$ cat config.mk
export PLATFORM = sky130hd
export DESIGN_NAME = sha256_stream_hash_flat
export DESIGN_NICKNAME = d
export VERILOG_FILES = /design/src/rtl/sha_pkg.sv /design/src/rtl/sha_req_if.sv /design/src/rtl/sha_rsp_if.sv /design/src/rtl/sha_sched.sv /design/src/rtl/sha_core.sv /design/src/rtl/sha256_stream_hash.sv /design/src/flat_wrapper.sv
export SDC_FILE = /design/constraint.sdc
export NUM_CORES = 2
export LEC_CHECK = 0
export BUFFER_PORTS_ARGS = -buffer_cell sky130_fd_sc_hd__buf_4
export CORE_AREA = 4 4 392 394
export CTS_BUF_LIST = sky130_fd_sc_hd__clkbuf_16
export DETAILED_ROUTE_END_ITERATION = 7
export DIE_AREA = 0 0 396 398
export GPL_TIMING_DRIVEN = 0
export HOLD_SLACK_MARGIN = 0.12
export PLACE_DENSITY_LB_ADDON = 0.1
export SETUP_SLACK_MARGIN = 0.02
export SYNTH_ARGS = -nofsm -noshare
export SYNTH_HDL_FRONTEND = slang
export SYNTH_SLANG_ARGS = --single-unit
$ cat constraint.sdc
create_clock -name clock -period 9.3 [get_ports clock]
set_input_delay 0.465 -clock clock [delete_from_list [all_inputs] [get_ports clock]]
set_output_delay 0.465 -clock clock [all_outputs]
set_load 0.02 [all_outputs]
$ cat src/rtl/sha_pkg.sv
// ----------------------------------------------------------------------------
// sha_pkg: shared types, constants and functions for the SHA-256 stream hash
// Round constants, initial hash value, sigma functions and control structs.
// ----------------------------------------------------------------------------
package sha_pkg;

   typedef logic [31:0] word_type;
   typedef word_type [0:7] hash_type;

   localparam int unsigned BlockWords  = 16;
   localparam int unsigned DigestWords = 8;

   localparam logic [2:0] MaxByteCount = 3'd4;
   localparam logic [7:0] PadByte      = 8'h80;
   localparam logic [5:0] LenStartPos  = 6'd55;
   localparam logic [5:0] BlockEndPos  = 6'd63;
   localparam logic [5:0] LastRound    = 6'd63;
   localparam logic [2:0] LastLenByte  = 3'd7;
   localparam logic [2:0] LastDigestIx = 3'd7;

   localparam word_type RoundK [64] = '{
      32'h428a2f98, 32'h71374491, 32'hb5c0fbcf, 32'he9b5dba5,
      32'h3956c25b, 32'h59f111f1, 32'h923f82a4, 32'hab1c5ed5,
      32'hd807aa98, 32'h12835b01, 32'h243185be, 32'h550c7dc3,
      32'h72be5d74, 32'h80deb1fe, 32'h9bdc06a7, 32'hc19bf174,
      32'he49b69c1, 32'hefbe4786, 32'h0fc19dc6, 32'h240ca1cc,
      32'h2de92c6f, 32'h4a7484aa, 32'h5cb0a9dc, 32'h76f988da,
      32'h983e5152, 32'ha831c66d, 32'hb00327c8, 32'hbf597fc7,
      32'hc6e00bf3, 32'hd5a79147, 32'h06ca6351, 32'h14292967,
      32'h27b70a85, 32'h2e1b2138, 32'h4d2c6dfc, 32'h53380d13,
      32'h650a7354, 32'h766a0abb, 32'h81c2c92e, 32'h92722c85,
      32'ha2bfe8a1, 32'ha81a664b, 32'hc24b8b70, 32'hc76c51a3,
      32'hd192e819, 32'hd6990624, 32'hf40e3585, 32'h106aa070,
      32'h19a4c116, 32'h1e376c08, 32'h2748774c, 32'h34b0bcb5,
      32'h391c0cb3, 32'h4ed8aa4a, 32'h5b9cca4f, 32'h682e6ff3,
      32'h748f82ee, 32'h78a5636f, 32'h84c87814, 32'h8cc70208,
      32'h90befffa, 32'ha4506ceb, 32'hbef9a3f7, 32'hc67178f2
   };

   localparam hash_type InitHash = '{
      32'h6a09e667, 32'hbb67ae85, 32'h3c6ef372, 32'ha54ff53a,
      32'h510e527f, 32'h9b05688c, 32'h1f83d9ab, 32'h5be0cd19
   };

   typedef struct packed {
      logic       wr_en;
      logic [5:0] wr_pos;
      logic [7:0] wr_byte;
      logic       shift;
   } sched_ctrl_type;

   typedef struct packed {
      logic load;
      logic step;
      logic fold;
      logic init;
   } core_ctrl_type;

   typedef enum logic [7:0] {
      ST_IDLE = 8'b0000_0001,
      ST_DATA = 8'b0000_0010,
      ST_PAD  = 8'b0000_0100,
      ST_ZERO = 8'b0000_1000,
      ST_LEN  = 8'b0001_0000,
      ST_COMP = 8'b0010_0000,
      ST_FOLD = 8'b0100_0000,
      ST_EMIT = 8'b1000_0000
   } seq_state_type;

   function automatic word_type big_sigma0(input word_type x);
      return {x[1:0], x[31:2]} ^ {x[12:0], x[31:13]} ^ {x[21:0], x[31:22]};
   endfunction

   function automatic word_type big_sigma1(input word_type x);
      return {x[5:0], x[31:6]} ^ {x[10:0], x[31:11]} ^ {x[24:0], x[31:25]};
   endfunction

   function automatic word_type small_sigma0(input word_type x);
      return {x[6:0], x[31:7]} ^ {x[17:0], x[31:18]} ^ {3'b000, x[31:3]};
   endfunction

   function automatic word_type small_sigma1(input word_type x);
      return {x[16:0], x[31:17]} ^ {x[18:0], x[31:19]} ^ {10'b0, x[31:10]};
   endfunction

endpackage

$ cat src/rtl/sha_req_if.sv
// ----------------------------------------------------------------------------
// sha_req_if: message word channel
// Valid/ready channel carrying up to four message bytes and a last flag.
// ----------------------------------------------------------------------------
interface sha_req_if;
   logic        valid;
   logic        ready;
   logic [31:0] data_word;
   logic [2:0]  byte_count;
   logic        last;

   modport source (output valid, output data_word, output byte_count, output last,
                   input ready);
   modport sink   (input valid, input data_word, input byte_count, input last,
                   output ready);
endinterface

$ cat src/rtl/sha_rsp_if.sv
// ----------------------------------------------------------------------------
// sha_rsp_if: digest word channel
// Valid/ready channel carrying one digest word, its index and a last flag.
// ----------------------------------------------------------------------------
interface sha_rsp_if;
   logic        valid;
   logic        ready;
   logic [31:0] digest_word;
   logic [2:0]  word_index;
   logic        digest_last;

   modport source (output valid, output digest_word, output word_index,
                   output digest_last, input ready);
   modport sink   (input valid, input digest_word, input word_index,
                   input digest_last, output ready);
endinterface

$ cat src/rtl/sha_sched.sv
// ----------------------------------------------------------------------------
// sha_sched: block buffer and message schedule window
// Sixteen-word window, filled one byte per cycle while wr_en is high, then
// shifted once per round with the next schedule word entering at the top.
// ----------------------------------------------------------------------------
module sha_sched (
   input  logic                    clock,
   input  sha_pkg::sched_ctrl_type ctrl,
   output sha_pkg::word_type       w_word
);

   sha_pkg::word_type w_ff [sha_pkg::BlockWords];
   sha_pkg::word_type w_in [sha_pkg::BlockWords];
   sha_pkg::word_type w_next;

   assign w_next = sha_pkg::small_sigma1(w_ff[14]) + w_ff[9]
                 + sha_pkg::small_sigma0(w_ff[1]) + w_ff[0];

   always_comb begin
      w_in = w_ff;
      if (ctrl.shift) begin
         for (int i = 0; i < sha_pkg::BlockWords - 1; i++) begin
            w_in[i] = w_ff[i + 1];
         end
         w_in[sha_pkg::BlockWords - 1] = w_next;
      end else if (ctrl.wr_en) begin
         w_in[ctrl.wr_pos[5:2]][{~ctrl.wr_pos[1:0], 3'b000} +: 8] = ctrl.wr_byte;
      end
   end

   always_ff @(posedge clock) begin
      w_ff <= w_in;
   end

   assign w_word = w_ff[0];

endmodule

$ cat src/rtl/sha_core.sv
// ----------------------------------------------------------------------------
// sha_core: compression round unit and chain value
// One SHA-256 round per cycle on the working variables while step is high,
// plus their load from the chain, the final chain update and its init.
// ----------------------------------------------------------------------------
module sha_core (
   input  logic                   clock,
   input  logic                   reset,
   input  sha_pkg::core_ctrl_type ctrl,
   input  sha_pkg::word_type      w_word,
   input  logic [5:0]             round_idx,
   output sha_pkg::hash_type      chain
);

   sha_pkg::hash_type chain_ff, chain_in;
   sha_pkg::hash_type v_ff, v_in;
   sha_pkg::word_type t1, t2, ch, maj;

   assign ch  = (v_ff[4] & v_ff[5]) ^ (~v_ff[4] & v_ff[6]);
   assign maj = (v_ff[0] & v_ff[1]) ^ (v_ff[0] & v_ff[2]) ^ (v_ff[1] & v_ff[2]);
   assign t1  = v_ff[7] + sha_pkg::big_sigma1(v_ff[4]) + ch
              + sha_pkg::RoundK[round_idx] + w_word;
   assign t2  = sha_pkg::big_sigma0(v_ff[0]) + maj;

   always_comb begin
      v_in = v_ff;
      if (ctrl.load) begin
         v_in = chain_ff;
      end else if (ctrl.step) begin
         v_in[7] = v_ff[6];
         v_in[6] = v_ff[5];
         v_in[5] = v_ff[4];
         v_in[4] = v_ff[3] + t1;
         v_in[3] = v_ff[2];
         v_in[2] = v_ff[1];
         v_in[1] = v_ff[0];
         v_in[0] = t1 + t2;
      end
   end

   always_comb begin
      chain_in = chain_ff;
      if (ctrl.init) begin
         chain_in = sha_pkg::InitHash;
      end else if (ctrl.fold) begin
         for (int i = 0; i < sha_pkg::DigestWords; i++) begin
            chain_in[i] = chain_ff[i] + v_ff[i];
         end
      end
   end

   always_ff @(posedge clock) begin
      v_ff <= v_in;
   end

   always_ff @(posedge clock) begin
      if (reset) begin
         chain_ff <= sha_pkg::InitHash;
      end else begin
         chain_ff <= chain_in;
      end
   end

   assign chain = chain_ff;

endmodule

$ cat src/rtl/sha256_stream_hash.sv
// ----------------------------------------------------------------------------
// sha256_stream_hash: SHA-256 over a byte stream, digest out as eight words
// Sequencer that loads bytes into the block window, pads the final block and
// drives the shared round unit.
// ----------------------------------------------------------------------------
//  channel   dir  payload                                  transfer
//  req_chan  in   data_word[31:0] byte_count[2:0] last     valid & ready
//  rsp_chan  out  digest_word[31:0] word_index[2:0]
//                 digest_last                              valid & ready
//
//  Each accepted item writes its valid bytes (byte_count above 4 counts as 4)
//  into the window one per cycle, pausing while a full block is compressed.
//  Each full 64-byte block is compressed in 64 rounds on the one round unit,
//  followed by one chain update.
//  A last item adds padding (one byte per cycle between compressions) to the
//  length field, 8 length bytes, one or two compressions, then 8 digest transfers.
//  Synchronous reset loads the initial hash value and clears length and fill.
//  rsp_chan stalls hold the digest word; req_chan.ready is low until done.
// ----------------------------------------------------------------------------
module sha256_stream_hash (
   input  logic clock,
   input  logic reset,
   sha_req_if.sink   req_chan,
   sha_rsp_if.source rsp_chan
);

   sha_pkg::seq_state_type state_ff, state_in;
   sha_pkg::seq_state_type ret_ff, ret_in;
   sha_pkg::seq_state_type nxt_phase;

   logic [31:0] word_ff, word_in;
   logic [2:0]  count_ff, count_in;
   logic        last_ff, last_in;
   logic [2:0]  byte_idx_ff, byte_idx_in;
   logic [5:0]  fill_ff, fill_in;
   logic [63:0] msg_bytes_ff, msg_bytes_in;
   logic [5:0]  round_ff, round_in;
   logic [2:0]  out_idx_ff, out_idx_in;

   logic        req_xfer, rsp_xfer;
   logic [2:0]  count_sat;
   logic [63:0] len_bits;
   logic        push_en;
   logic [7:0]  push_byte;
   logic        block_full;

   sha_pkg::sched_ctrl_type sched_ctrl;
   sha_pkg::core_ctrl_type  core_ctrl;
   sha_pkg::word_type       w_word;
   sha_pkg::hash_type       chain;

   assign req_chan.ready = (state_ff == sha_pkg::ST_IDLE);
   assign rsp_chan.valid = (state_ff == sha_pkg::ST_EMIT);
   assign req_xfer       = req_chan.valid && req_chan.ready;
   assign rsp_xfer       = rsp_chan.valid && rsp_chan.ready;

   assign rsp_chan.digest_word = chain[out_idx_ff];
   assign rsp_chan.word_index  = out_idx_ff;
   assign rsp_chan.digest_last = (out_idx_ff == sha_pkg::LastDigestIx);

   assign count_sat = (req_chan.byte_count > sha_pkg::MaxByteCount) ?
                      sha_pkg::MaxByteCount : req_chan.byte_count;
   assign len_bits  = {msg_bytes_ff[60:0], 3'b000};

   always_comb begin
      push_en   = 1'b0;
      push_byte = 8'h00;
      unique case (state_ff)
         sha_pkg::ST_DATA: begin
            push_en   = 1'b1;
            push_byte = word_ff[{~byte_idx_ff[1:0], 3'b000} +: 8];
         end
         sha_pkg::ST_PAD: begin
            push_en   = 1'b1;
            push_byte = sha_pkg::PadByte;
         end
         sha_pkg::ST_ZERO: begin
            push_en   = 1'b1;
         end
         sha_pkg::ST_LEN: begin
            push_en   = 1'b1;
            push_byte = len_bits[{~byte_idx_ff, 3'b000} +: 8];
         end
         default: begin
            push_en   = 1'b0;
         end
      endcase
   end

   assign block_full = push_en && (fill_ff == sha_pkg::BlockEndPos);

   always_comb begin
      state_in     = state_ff;
      ret_in       = ret_ff;
      nxt_phase    = state_ff;
      word_in      = word_ff;
      count_in     = count_ff;
      last_in      = last_ff;
      byte_idx_in  = byte_idx_ff;
      fill_in      = push_en ? fill_ff + 6'd1 : fill_ff;
      msg_bytes_in = msg_bytes_ff;
      round_in     = round_ff;
      out_idx_in   = out_idx_ff;
      core_ctrl    = '0;

      unique case (state_ff) inside
         sha_pkg::ST_IDLE: begin
            if (req_xfer) begin
               word_in      = req_chan.data_word;
               count_in     = count_sat;
               last_in      = req_chan.last;
               byte_idx_in  = 3'd0;
               msg_bytes_in = msg_bytes_ff + {61'd0, count_sat};
               if (count_sat != 3'd0) begin
                  state_in = sha_pkg::ST_DATA;
               end else if (req_chan.last) begin
                  state_in = sha_pkg::ST_PAD;
               end
            end
         end
         sha_pkg::ST_DATA: begin
            if (byte_idx_ff == count_ff - 3'd1) begin
               byte_idx_in = 3'd0;
               nxt_phase   = last_ff ? sha_pkg::ST_PAD : sha_pkg::ST_IDLE;
            end else begin
               byte_idx_in = byte_idx_ff + 3'd1;
               nxt_phase   = sha_pkg::ST_DATA;
            end
         end
         sha_pkg::ST_PAD, sha_pkg::ST_ZERO: begin
            nxt_phase = (fill_ff == sha_pkg::LenStartPos) ? sha_pkg::ST_LEN
                                                          : sha_pkg::ST_ZERO;
         end
         sha_pkg::ST_LEN: begin
            byte_idx_in = byte_idx_ff + 3'd1;
            nxt_phase   = (byte_idx_ff == sha_pkg::LastLenByte) ? sha_pkg::ST_EMIT
                                                                : sha_pkg::ST_LEN;
         end
         sha_pkg::ST_COMP: begin
            core_ctrl.step = 1'b1;
            round_in       = round_ff + 6'd1;
            if (round_ff == sha_pkg::LastRound) begin
               state_in = sha_pkg::ST_FOLD;
            end
         end
         sha_pkg::ST_FOLD: begin
            core_ctrl.fold = 1'b1;
            state_in       = ret_ff;
         end
         sha_pkg::ST_EMIT: begin
            if (rsp_xfer) begin
               out_idx_in = out_idx_ff + 3'd1;
               if (out_idx_ff == sha_pkg::LastDigestIx) begin
                  core_ctrl.init = 1'b1;
                  msg_bytes_in   = 64'd0;
                  fill_in        = 6'd0;
                  state_in       = sha_pkg::ST_IDLE;
               end
            end
         end
         default: begin
            state_in = sha_pkg::ST_IDLE;
         end
      endcase

      if (push_en) begin
         if (block_full) begin
            core_ctrl.load = 1'b1;
            round_in       = 6'd0;
            ret_in         = nxt_phase;
            state_in       = sha_pkg::ST_COMP;
         end else begin
            state_in = nxt_phase;
         end
      end
   end

   always_ff @(posedge clock) begin
      if (reset) begin
         state_ff     <= sha_pkg::ST_IDLE;
         ret_ff       <= sha_pkg::ST_IDLE;
         byte_idx_ff  <= 3'd0;
         fill_ff      <= 6'd0;
         msg_bytes_ff <= 64'd0;
         round_ff     <= 6'd0;
         out_idx_ff   <= 3'd0;
      end else begin
         state_ff     <= state_in;
         ret_ff       <= ret_in;
         byte_idx_ff  <= byte_idx_in;
         fill_ff      <= fill_in;
         msg_bytes_ff <= msg_bytes_in;
         round_ff     <= round_in;
         out_idx_ff   <= out_idx_in;
      end
   end

   always_ff @(posedge clock) begin
      word_ff  <= word_in;
      count_ff <= count_in;
      last_ff  <= last_in;
   end

   assign sched_ctrl.wr_en   = push_en;
   assign sched_ctrl.wr_pos  = fill_ff;
   assign sched_ctrl.wr_byte = push_byte;
   assign sched_ctrl.shift   = (state_ff == sha_pkg::ST_COMP);

   sha_sched u_sched (
      .clock  (clock),
      .ctrl   (sched_ctrl),
      .w_word (w_word)
   );

   sha_core u_core (
      .clock     (clock),
      .reset     (reset),
      .ctrl      (core_ctrl),
      .w_word    (w_word),
      .round_idx (round_ff),
      .chain     (chain)
   );

endmodule

$ cat src/flat_wrapper.sv
// flat-port wrapper written by rule: the top's interface ports become plain ports
module sha256_stream_hash_flat 
  (clock, reset, req_chan_valid, req_chan_data_word, req_chan_byte_count, req_chan_last, req_chan_ready, rsp_chan_valid, rsp_chan_digest_word, rsp_chan_word_index, rsp_chan_digest_last, rsp_chan_ready);
  sha_req_if req_chan_i ();
  sha_rsp_if rsp_chan_i ();
  input  logic clock;
  input  logic reset;
  input wire logic [$bits(req_chan_i.valid)-1:0] req_chan_valid;
  input wire logic [$bits(req_chan_i.data_word)-1:0] req_chan_data_word;
  input wire logic [$bits(req_chan_i.byte_count)-1:0] req_chan_byte_count;
  input wire logic [$bits(req_chan_i.last)-1:0] req_chan_last;
  output wire logic [$bits(req_chan_i.ready)-1:0] req_chan_ready;
  output wire logic [$bits(rsp_chan_i.valid)-1:0] rsp_chan_valid;
  output wire logic [$bits(rsp_chan_i.digest_word)-1:0] rsp_chan_digest_word;
  output wire logic [$bits(rsp_chan_i.word_index)-1:0] rsp_chan_word_index;
  output wire logic [$bits(rsp_chan_i.digest_last)-1:0] rsp_chan_digest_last;
  input wire logic [$bits(rsp_chan_i.ready)-1:0] rsp_chan_ready;
  assign req_chan_i.valid = req_chan_valid;
  assign req_chan_i.data_word = req_chan_data_word;
  assign req_chan_i.byte_count = req_chan_byte_count;
  assign req_chan_i.last = req_chan_last;
  assign req_chan_ready = req_chan_i.ready;
  assign rsp_chan_valid = rsp_chan_i.valid;
  assign rsp_chan_digest_word = rsp_chan_i.digest_word;
  assign rsp_chan_word_index = rsp_chan_i.word_index;
  assign rsp_chan_digest_last = rsp_chan_i.digest_last;
  assign rsp_chan_i.ready = rsp_chan_ready;
  sha256_stream_hash u_core (.clock(clock), .reset(reset), .req_chan(req_chan_i), .rsp_chan(rsp_chan_i));
endmodule
==> impl_metrics.yaml <==
worst_setup_path:
  critPathArrivalTime_ps: 9720
  cp_common_cell: "inv_1"
  rrSetupSlack_ps: 110
  cpLargestDelayFamily: "adder cells"
  crit_slowest_cell: "fa_1"
  required_ps: 9820
  rr_startpoint: "u_core.round_ff[1]$_SDFF_PP0_"
  crit_fanout: 13
  start_kind: "register"
  cpPeakStageDelay_ps: 710
  end_kind: "register"
  startpoint: "u_core.round_ff[1]$_SDFF_PP0_"
  critPathKind: "register to register"
  path_buf_inv: 6
  regToRegEndpoint: "u_core.u_core.v_ff[254]$_DFFE_PP_"
  ff2ff_path_depth: 32
worst_hold_path:
  worstHoldStart: "reset"
  hold_path.class: "input pin to register"
  worstHoldPathCells: 3
  min_to: "u_core.ret_ff[7]$_SDFFE_PP0P_"
synthesis:
  synth_xor_area_share_pct: 7.185
  synth_seq_area_share_pct: 40.92
  synthTopCellsByArea: "edfxtp_1 (32%), dfxtp_1 (9.2%), nand2_1 (8.5%)"
  synth-adder-area-share_pct: 11.79
  synth.distinct_cells: 95
  synth_compound_area_share_pct: 17.08
  yosysWarningCount: 0
  synthArstFlopShare_pct: 0
  netlist_area_um2: 76170
  synthFlopType: "edfxtp_1"
  synth_cells: 8273
  synthSimpleGateAreaFrac_pct: 15.03
  synth-edff-count: 804
  ys_seq_elements: 1155
  synth_mux_area_share_pct: 3.852
  synth_top_area_cell: "edfxtp_1"
  syn_area_per_cell_um2: 9.207
  yosysTopAreaCellShare_pct: 31.70
  synth_fp_nets: 8911
  synth_top_family_by_area: "compound AO/OA/AOI/OAI gates"
power_and_ir_drop:
  p_sw_mw: 2.676
  swShare_pct: 23.20
  internal_power_mw: 8.857
  finalPower_mw: 11.53
  sequentialPowerShare_pct: 47.6
  combinationalPowerShare_pct: 3.1
  clockPowerShare_pct: 49.3
  leakagePower_nw: 32.47
  ir_worst_vdd_v: 0.0002071
  p_per_area_nw_per_um2: 135.4
detailed_routing:
  wirelength_um: 323500
  routedWlPerCell_um: 30.27
  post_drt_via_cell_ratio: 6.350
  vias: 67866
  drc_errors: 1
  first_iter_violations: 8854
  dr.pass1.iters: 8
  drtAntennaViolNets: 0
global_routing:
  grt_max_degree: 61
  track_usage_pct: 40.04
  grt_pass1_vias: 64311
  grt_pass1_wl_um: 455000
  overflow: 0
  antenna_found_initial: 16
finish:
  drive_gt1_share_pct: 6.694
  layout_commonest_cell: "nand2_1"
  finalInstanceArea_um2: 85180
  n_fill_cell: 13498
  instances_no_fill: 10687
  multiInputGateArea_um2: 42200
  layout.nets: 9190
  synthToLayoutAreaGrowth_pct: 11.83
  most-common-layout-cells: "nand2_1 (1717), o21ai_0 (882), edfxtp_1 (804)"
  fin_util_pct: 56.87
  seqCellArea_um2: 31180
sta:
  rsz0062_at_grt: "yes"
  min_period_over_period_pct: 98.86
  finalHoldViolations: 0
  timing.final.max_slew_violations: 62
  relSlewSlack_pct: -10.11
  clock.fmax_mhz: 108.8
  skew_ps: 57.89
  finalSetupTns_ps: 0
  worst_pin_slew_ps: 1652
  fin_ws_ps: 106.4
  layout_min_cycle_time_ps: 9194
  timing.hold.ws_ps: 316.0
  finalSetupViolCount: 0
floorplan:
  io_pins: 78
  rows: 142
  core_um2: 149800
  die_w_um: 396
  die_area_um2: 157600
  start_util_pct: 50.85
  die_y_um: 398
clock_tree:
  worstSkewPairLatency_ps: 810
  cts_sinks: 1155
  clkSlewWorstSetupHoldPaths_ps: 60
  cts-root-buf: "clkbuf_16"
  cts_tree: "built"
  numCtsBuffers: 137
  cts_max_level: 4
  max-clock-path-buffers: 3
placed_design:
  hpwl_um: 248800
  gp_congestion: 1.037
  placedCellCount: 10378
  io_buffers: 77
  placed_cell_area_um2: 79510
  dp_slack_ps: -2190
run_status:
  outcome: "finished, violations left"
  violations: "design-rule violations, max-capacitance violations, max-slew violations"
job:
  drv_cap: 6
==> cell usage after synthesis (129+ instances only) <==
cell	n
nand2_1	1722
edfxtp_1	804
xor2_1	265
a21o_1	190
nor2_1	390
ha_1	402
xnor2_1	358
clkbuf_1	383
a21oi_1	499
nand3_1	129
inv_1	408
fa_1	196
dfxtp_1	351
o21ai_0	902
==> power groups by stage <==
stage	clock network [mW]	logic, mW	registers [mW]
2_1_floorplan	0	0.198	5.59
5_1_grt	5.93	0.384	5.49
3_3_place_gp	0	0.332	5.60
3_5_place_dp	0	0.337	5.60
4_1_cts	5.71	0.353	5.49
6_report	5.68	0.363	5.49
==> how the worst max path moves through the flow <==
stage / to / slack (ps) / cells after the start
floorplan: u_core.u_core.v_ff[0]$_DFFE_PP_ / 1230 / 9
global placement: u_core.u_core.v_ff[39]$_DFFE_PP_ / -5210 / 10
detailed placement: u_core.u_core.v_ff[254]$_DFFE_PP_ / -2190 / 36
CTS: u_core.u_core.v_ff[254]$_DFFE_PP_ / 40 / 39
global route: u_core.u_core.v_ff[254]$_DFFE_PP_ / 7 / 32
finish: u_core.u_core.v_ff[254]$_DFFE_PP_ / 110 / 32
==> final cells by class <==
type	count	area share, %
repair buffers	144	1.534
clock inverters	112	1.466
flip-flops and latches	1155	36.60
inverters	410	1.817
plain buffers	422	1.973
diodes	7	0.02056
well taps	2016	2.961
multi-input cells	6282	49.54
clock buffers	139	4.084
==> flip-flops by register name, summed over array words and instances, names as in the netlist, 6 cells and up <==
register               count
u_core.ret_ff              8
u_core.word_ff            32
u_core.u_core.v_ff       256
u_core.round_ff            6
u_core.msg_bytes_ff       61
u_core.fill_ff             6
u_core.state_ff            8
u_core.u_core.chain      256
u_core.u_sched.w_word     32
u_core.u_sched.w_ff      480
==> worst reg2reg max path, delay by kind of cell, from the launching register on <==
kind / cells / cell delay [ps]
AO/OA/AOI/OAI: 11 / 2130
XOR/XNOR: 2 / 790
adder cells (fa/ha/maj): 6 / 2900
buffers and inverters: 6 / 990
flip-flops: 1 / 500
AND/OR/NAND/NOR: 7 / 1580
==> layer usage <==
| metal | share of wire (%) | vias to the layer above | wire, um | global-route usage (%) |
|---|---|---|---|---|
| met5 | 0.014 | - | 46 | 0 |
| met4 | 8.1 | 8 | 26310 | 26.87 |
| met3 | 10 | 1007 | 32460 | 8.529 |
| met2 | 44 | 4090 | 142100 | 61.91 |
| met1 | 38 | 33045 | 122600 | 50.66 |
| li1 | - | 29716 | - | - |
==> kinds of logic after synthesis <==
group                    Yosys count
AND/OR/NAND/NOR                 2705
flip-flops                      1155
AO/OA/AOI/OAI                   2172
adder cells (fa/ha/maj)          601
XOR/XNOR                         624
multiplexers                     180
buffers and inverters            836
==> timing repair <==
item	in CTS	in global routing
buffers inserted	5	8
resized for setup	60	64
hold buffers	38	0
pin swaps	4	12
hold endpoints to repair	46	0
setup endpoints to repair	44	24
gates cloned	0	0
Note: power is estimated with default switching activity, not from simulation.
